### src/rtl/assert_macros.svh
// Assertion macros for the RTL files of the wavetable LFO.
// No dependencies; included by files that carry concurrent checks.
`ifndef ASSERT_MACROS_SVH
`define ASSERT_MACROS_SVH

// Same-cycle implication, disabled while reset is high.
`define ASSERT_SAME(label, clk, rst, ante, cons, msg) \
   label: assert property (@(posedge clk) disable iff (rst) (ante) |-> (cons)) \
      else $error(msg);

// Next-cycle implication, disabled while reset is high.
`define ASSERT_NEXT(label, clk, rst, ante, cons, msg) \
   label: assert property (@(posedge clk) disable iff (rst) (ante) |=> (cons)) \
      else $error(msg);

`endif

### src/rtl/wtlfo_pkg.sv
// Package for the wavetable LFO: sizes, reset values, function codes,
// register indexes and the digit-serial multiplier geometry. No dependencies.
package wtlfo_pkg;

   localparam int TABLE_LEN   = 512;
   localparam int INDEX_BITS  = $clog2(TABLE_LEN);
   localparam int FRAC_BITS   = 16;
   localparam int HEAD_BITS   = INDEX_BITS + FRAC_BITS;
   localparam int SAMPLE_BITS = 16;
   localparam int GAIN_BITS   = 18;
   localparam int OUT_BITS    = 18;
   localparam int INC_BITS    = 25;

   localparam logic [INC_BITS-1:0]  INC_RESET  = 25'd48696;
   localparam logic [GAIN_BITS-1:0] GAIN_RESET = 18'd32768;

   // Stream payload widths (tdata padded to whole bytes)
   localparam int REQ_TDATA_BITS = 40;
   localparam int REQ_TUSER_BITS = 3;
   localparam int RSP_TDATA_BITS = 24;

   // Configuration port
   localparam int CSR_INDEX_BITS = 1;
   localparam int CSR_DATA_BITS  = INC_BITS;
   localparam logic [CSR_INDEX_BITS-1:0] CSR_PHASE_INC = 1'd0;
   localparam logic [CSR_INDEX_BITS-1:0] CSR_GAIN      = 1'd1;

   typedef enum logic [REQ_TUSER_BITS-1:0] {
      FUNC_TICK       = 3'd0,
      FUNC_WRITE      = 3'd1,
      FUNC_SET_PHASE  = 3'd2,
      FUNC_RESET_HEAD = 3'd3,
      FUNC_CLEAR_HEAD = 3'd4
   } func_type;

   // Digit-serial multiplier: signed A times B, B consumed 4 bits per cycle,
   // top digit of B taken as signed.
   localparam int MUL_A_BITS   = 18;
   localparam int MUL_B_BITS   = 20;
   localparam int DIGIT_BITS   = 4;
   localparam int MUL_DIGITS   = MUL_B_BITS / DIGIT_BITS;
   localparam int MUL_CNT_BITS = $clog2(MUL_DIGITS);
   localparam int MUL_P_BITS   = MUL_A_BITS + MUL_B_BITS;
   localparam int MUL_PP_BITS  = MUL_A_BITS + DIGIT_BITS + 1;
   localparam int MUL_ACC_BITS = MUL_PP_BITS;

endpackage

### src/rtl/wtlfo_dsmul.sv
// Digit-serial signed multiplier, one 4-bit digit of the multiplier per cycle.
// Depends on wtlfo_pkg.
module wtlfo_dsmul
   import wtlfo_pkg::*;
(
   input  logic                         clock,
   input  logic                         reset,
   input  logic                         start,
   input  logic signed [MUL_A_BITS-1:0] mcand,
   input  logic        [MUL_B_BITS-1:0] mplier,
   output logic                         done,
   output logic signed [MUL_P_BITS-1:0] product
);

   logic signed [MUL_A_BITS-1:0]   a_ff;
   logic        [MUL_B_BITS-1:0]   b_ff;
   logic signed [MUL_ACC_BITS-1:0] hi_ff;
   logic        [MUL_B_BITS-1:0]   lo_ff;
   logic        [MUL_CNT_BITS-1:0] cnt_ff;
   logic                           busy_ff;
   logic                           done_ff;

   logic signed [DIGIT_BITS:0]     digit;
   logic signed [MUL_PP_BITS-1:0]  pp;
   logic signed [MUL_ACC_BITS-1:0] sum;
   logic                           last_digit;

   assign last_digit = (cnt_ff == MUL_CNT_BITS'(MUL_DIGITS - 1));

   always_comb begin
      // low digits are unsigned, the top one carries the sign
      digit = last_digit ? $signed({b_ff[DIGIT_BITS-1], b_ff[DIGIT_BITS-1:0]})
                         : $signed({1'b0, b_ff[DIGIT_BITS-1:0]});
      pp    = $signed({{(MUL_PP_BITS-MUL_A_BITS){a_ff[MUL_A_BITS-1]}}, a_ff})
            * $signed({{(MUL_PP_BITS-DIGIT_BITS-1){digit[DIGIT_BITS]}}, digit});
      sum   = hi_ff + pp;
   end

   always_ff @(posedge clock) begin
      if (reset) begin
         busy_ff <= 1'b0;
         done_ff <= 1'b0;
         cnt_ff  <= '0;
      end else if (start) begin
         busy_ff <= 1'b1;
         done_ff <= 1'b0;
         cnt_ff  <= '0;
      end else if (busy_ff) begin
         cnt_ff  <= cnt_ff + 1'b1;
         busy_ff <= !last_digit;
         done_ff <= last_digit;
      end else begin
         done_ff <= 1'b0;
      end
   end

   always_ff @(posedge clock) begin
      if (start) begin
         a_ff  <= mcand;
         b_ff  <= mplier;
         hi_ff <= '0;
         lo_ff <= '0;
      end else if (busy_ff) begin
         b_ff  <= b_ff >> DIGIT_BITS;
         hi_ff <= sum >>> DIGIT_BITS;
         lo_ff <= {sum[DIGIT_BITS-1:0], lo_ff[MUL_B_BITS-1:DIGIT_BITS]};
      end
   end

   assign done    = done_ff;
   assign product = $signed({hi_ff[MUL_A_BITS-1:0], lo_ff});

endmodule
### config.mk
export PLATFORM = sky130hd
export DESIGN_NAME = wtlfo_dsmul
export DESIGN_NICKNAME = d
export VERILOG_FILES = /design/src/rtl/assert_macros.svh /design/src/rtl/wtlfo_pkg.sv /design/src/rtl/wtlfo_dsmul.sv
export SDC_FILE = /design/constraint.sdc
export NUM_CORES = 1
export LEC_CHECK = 0
export BUFFER_PORTS_ARGS = -buffer_cell sky130_fd_sc_hd__buf_2
export CORE_ASPECT_RATIO = 2
export CORE_UTILIZATION = 40
export DETAILED_ROUTE_END_ITERATION = 16
export PLACE_DENSITY_LB_ADDON = 0.1
export SLEW_MARGIN = 10
export SYNTH_ARGS = -nofsm -noshare
export SYNTH_HDL_FRONTEND = slang
export SYNTH_SLANG_ARGS = --single-unit
### constraint.sdc
create_clock -name clock -period 11.4 [get_ports clock]
set_input_delay 1.14 -clock clock [delete_from_list [all_inputs] [get_ports clock]]
set_output_delay 1.14 -clock clock [all_outputs]
set_load 0.005 [all_outputs]
==> results of run 1 <==
==> area by class of cell <==
type	count	area [sq um]	area share, %
tap	204	255.2	3.401
inverter	113	424.2	5.651
sequential	82	2023	26.95
multi-input combinational	436	4101	54.64
timing repair buffer	83	425.4	5.668
clock inverter	6	47.55	0.6334
clock buffer	10	229.0	3.051
==> how the worst min path moves through the flow <==
| stage | slack [ps] | endpoint |
|---|---|---|
| global route | 530 | lo_ff[2] |
| finish | 500 | lo_ff[2] |
| global placement | 470 | lo_ff[2] |
| CTS | 510 | lo_ff[2] |
| detailed placement | 490 | lo_ff[1] |
| floorplan | 460 | done |
==> layout by cell type, fill, tap and decap left out, drive strengths merged, types with 2 or more instances in the layout <==
cell / n
inv: 117
buf: 83
fa: 74
and2: 71
nor2: 50
ha: 47
dfxtp: 44
edfxtp: 38
mux2i: 25
nand2: 24
a21oi: 22
mux2: 16
nor3: 12
o21ai: 10
clkbuf: 10
nand3: 9
xnor2: 9
a211oi: 6
o211ai: 6
or3: 6
a21o: 5
or2: 5
o21a: 4
nand3b: 3
a32o: 3
o31ai: 3
nor2b: 3
and3: 2
xor2: 2
nor4: 2
nand4: 2
a31o: 2
==> routing by layer <==
metal	vias up	wire length [microns]
met2	91	8089
met3	36	446
met4	0	572
met5	-	0
met1	2267	5944
li1	2264	-
==> metrics by stage <==
step	hold WS (ps)	setup WS, ps	power (mW)	std cells
finish	500.3	5937	1.711	934
global route	526.2	5650	1.887	934
CTS	507.0	5953	1.740	934
detailed placement	488.3	5958	1.441	918
global placement	472.9	6054	1.428	918
floorplan	463.0	6535	1.201	670
==> worst max-delay path, cell delays in order, from the launching register on <==
cell	delay, ps
edfxtp_1	650
nand3_1	120
buf_4	230
or2_2	310
fa_1	510
fa_1	520
fa_1	520
fa_1	540
fa_1	490
nor2b_4	140
o31a_1	210
o2111ai_2	270
a211oi_1	520
or2_0	210
o211ai_1	100
==> flip-flops by register name, summed over array words and instances, names as in the netlist <==
| register | flops |
|---|---|
| busy_ff | 1 |
| lo_ff | 20 |
| cnt_ff | 3 |
| a_ff | 18 |
| hi_ff | 19 |
| done | 1 |
| b_ff | 20 |
==> power by group <==
| part | switching, mW | internal (mW) | leakage (nW) |
|---|---|---|---|
| Combinational | 0.592 | 0.444 | 2.60 |
| Sequential | 0.0427 | 0.348 | 0.739 |
| Clock | 0.134 | 0.151 | 0.136 |
| Total | 0.768 | 0.943 | 3.47 |
==> cell families after synthesis <==
group,count (synthesis),share of synthesized area [%]
adders and majority gates,121,30.58
buffers and inverters,152,9.521
muxes,41,6.360
and+or+nand+nor,192,15.07
xor gates and xnor gates,11,1.424
AOI/OAI and AO/OA,71,7.173
DFF,82,29.88
==> flow_summary.ini, run 1 <==
[outcome]
outcome = finished clean

[global_route]
antenna_found_initial = 0
grtUsageMet1_pct = 20.84
grtUsageTotal_pct = 18.85
grt_busiest_layer = met2
grt_pass1_wl_mm = 24.74
grt_max_degree = 80
grt_util_met3_pct = 2.941
grt_use_met2_pct = 34.36
overflow = 0
grt_pass1_vias = 5016

[power]
p_per_area_nw_per_um2 = 228.0
p_leak_nw = 3.473
vdd_drop_max_mv = 0.1066

[place]
postPlaceCellArea_sq_um = 7229
gp_congestion = 0.8299
io_buffers = 79
post-dp-hpwl_mm = 12.12

[worst_setup_path]
endpoint = hi_ff[17]
regToRegSetupSlack_ps = 5940
critPathArrivalTime_ps = 5690
worstReg2RegEnd = hi_ff[17]
startpoint_type = flip-flop
critPathKind = flip-flop to flip-flop
reg2reg_depth = 14
worst_r2r_startpoint = b_ff[3]
crit_fanout = 19
startpoint = b_ff[3]
critical_path_required_ps = 11630
cp-end-kind = flip-flop

[route]
dr_total_vias = 4658
viasPerCell = 4.987
drt_iter0_drc = 118
ant_nets = 0
wl_per_cell_microns = 16.12
firstDrtPassIters = 4
totalWireLength_mm = 15.05
drc_errors = 0

[final_layout]
n_fill_cell = 1606
layout.nets = 887
area_growth_syn_to_layout_pct = 10.91
postLayoutCellArea_sq_um = 7506
n_antenna_cell = 0
utilization_pct = 45.68
drive_above_1_share_pct = 16.85

[timing]
setup_tns_ps = 0
relSlewSlack_pct = 38.69
fin_worst_skew_ps = 7.553
worst_pin_slew_ps = 919.7
max_clock_freq_mhz = 183.0
setup_viol = 0
post-route-min-period_ps = 5463
grt_setup_unrepaired = no
post-route-period-util_pct = 47.92
finalHoldViolations = 0
slew_viol_final = 0

[die]
die-area_sq_um = 17470
die_h_microns = 186.0
die_w_microns = 93.98
core_area_sq_um = 16430
start_util_pct = 41.18
ios = 80
rows = 66

[logic_synthesis]
syn_area_sq_um = 6768
synth.area.top_cells = fa_1 (22%), edfxtp_1 (17%), dfxtp_1 (13%)
yosys.cell_types.count = 51
synth.ff_latch_count = 82
synth_edf_count = 38
ys_async_sr_fraction_pct = 0
yosysWarnings = 0
synth.most_common_cell = inv_1
syn-mean-instance-area_sq_um = 10.10
synth_common_cells = inv_1 (113), fa_1 (74), and2_1 (71)
ys.flop_type = dfxtp_1
syn_inst = 670
yosysSeqAreaShare_pct = 29.88
yosysTopAreaCell = fa_1
synth_top_cell_area_share_pct = 21.89
synth_nets = 832

[cts]
worstSkewPairLatency_ps = 350
clk_pin_slew_ps = 70
cts_tree = done
cts-root-buf = clkbuf_16
cts_resized = 0
cts_made_buffers = 9
postCtsHoldBufs = 0
cts.htree.levels = 3
clk_path_buf_depth = 2
clkSinkCount = 82
postCtsSetupRepairBufs = 0

[job]
maxCapViolCount = 0

[worst_hold_path]
min_path_type = flip-flop to flip-flop
hold-path-cell-count = 2
hp-start = lo_ff[2]
Note: power is estimated with default switching activity, not from simulation.
==> inputs of run 2 (changes only) <==
==> constraint.sdc (replaced) <==
create_clock -name clock -period 4.5 [get_ports clock]
set_input_delay 0.45 -clock clock [delete_from_list [all_inputs] [get_ports clock]]
set_output_delay 0.45 -clock clock [all_outputs]
set_load 0.005 [all_outputs]
==> run 2 against run 1 <==
Against the previous run: the run now ends with negative setup slack left; maximum frequency up 20%; first-iteration DRC count shrank 8.5%; via count rose by 4.3%; register-to-register slack worse by 6000 ps; worst hold slack worse by 220 ps; clock power rose to 2.5 times the previous value; combinational power rose to 3.5 times the previous value; non-clock buffer count grew 52; sequential share of layout area shrank 2.5 points; die area is the same; final cell count grew 5.6%; sequential power grew to 2.5 times the previous value.
==> flow_summary.ini, run 2 (same netlist as run 1, synthesis figures left out) <==
[place]
dp_slack_ps = -288.1
gp_congestion = 0.8692
io_buffers = 79
post-dp-hpwl_mm = 12.27

[worst_setup_path]
critPathArrivalTime_ps = 4810
crit_slowest_cell = fa_1
slowest_delay_ps = 520
critical_path_required_ps = 4740
crit_fanout = 5
startpoint_type = flip-flop
crit_buf_inv = 2
reg2reg_depth = 16
worst_r2r_startpoint = cnt_ff[1]
crit_top_cell = fa_1
cp-end-kind = flip-flop
cp_top_family = adder cells
regToRegSetupSlack_ps = -70
worstReg2RegEnd = hi_ff[11]
path_cells = inv_2 -> ha_4 -> nand3_4 -> or2_4 -> fa_1 -> fa_1 -> fa_1 -> fa_1 -> buf_4 -> fa_2 -> nor2b_4 -> o31a_1 -> o2111ai_4 -> a211oi_2 -> or3_1 -> a32o_1
critPathKind = flip-flop to flip-flop

[outcome]
outcome = finished with violations
failed_checks = negative setup slack

[global_route]
grt_pass1_wl_mm = 25.09
antenna_found_initial = 0
overflow = 0
grt_max_degree = 80
grt_pass1_vias = 5246
grtUsageTotal_pct = 18.93

[final_layout]
area_growth_syn_to_layout_pct = 22.20
n_fill_cell = 1574
final_cell_mix = inv_1 (111), buf_2 (79), fa_1 (72)
top_regs = b_ff: 20 flops, lo_ff: 20 flops, hi_ff: 19 flops
drive_above_1_share_pct = 27.75
n_antenna_cell = 0
layout.nets = 939
layout_commonest_cell = inv_1

[cts]
cts_made_buffers = 9
clkSinkCount = 82
cts_tree = done
cts.htree.levels = 3
postCtsHoldBufs = 0
clk_pin_slew_ps = 70
worstSkewPairLatency_ps = 350
cts-root-buf = clkbuf_16
clk_path_buf_depth = 2

[timing]
fin_worst_skew_ps = 14.65
post-route-period-util_pct = 101.5
setup_viol = 5
setup_tns_ps = -200.8
whs_ps = 277.6
post-route-min-period_ps = 4566
max_clock_freq_mhz = 219.0
relSlewSlack_pct = 39.89
finalHoldViolations = 0
layout_setup_ws_ps = -65.80
worst_pin_slew_ps = 901.7
grt_setup_unrepaired = yes
slew_viol_final = 0

[power]
p_leak_nw = 3.768
p_per_area_nw_per_um2 = 639.5
vdd_drop_max_mv = 0.2506

[route]
drc_errors = 0
wl_met3_microns = 433
wl_per_cell_microns = 15.65
dr_total_vias = 4859
ant_nets = 0
viasPerCell = 4.928
totalWireLength_mm = 15.43
drt-met1-wl_mm = 6.017
drt_iter0_drc = 108
routed.top_layer = met4
firstDrtPassIters = 4
wl_met2_mm = 8.499

[job]
maxCapViolCount = 0

[die]
start_util_pct = 41.18
rows = 66
core_area_sq_um = 16430
die_h_microns = 186.0
die_w_microns = 93.98
die-area_sq_um = 17470
ios = 80

[worst_hold_path]
hp-start = mcand[11]
min_path_type = input pin to flip-flop
hold-path-cell-count = 1
min_to = a_ff[11]
[run 2: cell count changes in the layout (fill, tap and decap cells not counted), moves of 4 or more]
cell,previous run,this run
nor2_1,50,46
buf_4,4,49
a21oi_1,21,16
buf_6,0,5
ha_1,47,32
ha_4,0,14
[run 2: layout make-up]
cell class                 count  area [sq um]  area share, %
inverter                     113         424.2          5.129
clock inverter                 7         53.80         0.6505
clock buffer                   9         225.2          2.723
timing repair buffer         135         859.6          10.39
multi-input combinational    436          4428          53.54
tap                          204         255.2          3.086
sequential                    82          2024          24.48
[run 2: where the power goes]
part	internal, mW	switching, mW
Combinational	1.74	1.85
Sequential	0.881	0.0989
Clock	0.378	0.337
[run 2: worst max-delay path by stage]
stage	start	end	cells after the start
2_1_floorplan	cnt_ff[0]	hi_ff[16]	16
3_3_place_gp	cnt_ff[1]	hi_ff[9]	15
3_5_place_dp	cnt_ff[1]	hi_ff[17]	15
4_1_cts	cnt_ff[1]	hi_ff[7]	17
5_1_grt	cnt_ff[1]	hi_ff[11]	16
6_report	cnt_ff[1]	hi_ff[11]	16
[run 2: routing by layer]
metal	vias up	track usage (%)
met5	-	0
met4	0	8.738
met3	29	2.778
met2	83	35.04
met1	2381	20.77
li1	2366	-
[run 2: timing repair]
item	4_1_cts	5_1_grt
pin swaps	15	4
endpoints found under the setup margin	11	11
buffers inserted	5	1
gates resized for setup	24	26
[run 2: per-stage QoR]
stage	utilization (%)	area [sq um]	total power, mW	cells
2_1_floorplan	-	6825	3.082	670
4_1_cts	49.28	8099	5.072	985
6_report	50.33	8270	5.289	986
3_3_place_gp	46.53	7646	4.049	964
3_5_place_dp	46.53	7646	4.113	964
5_1_grt	50.33	8270	5.788	986
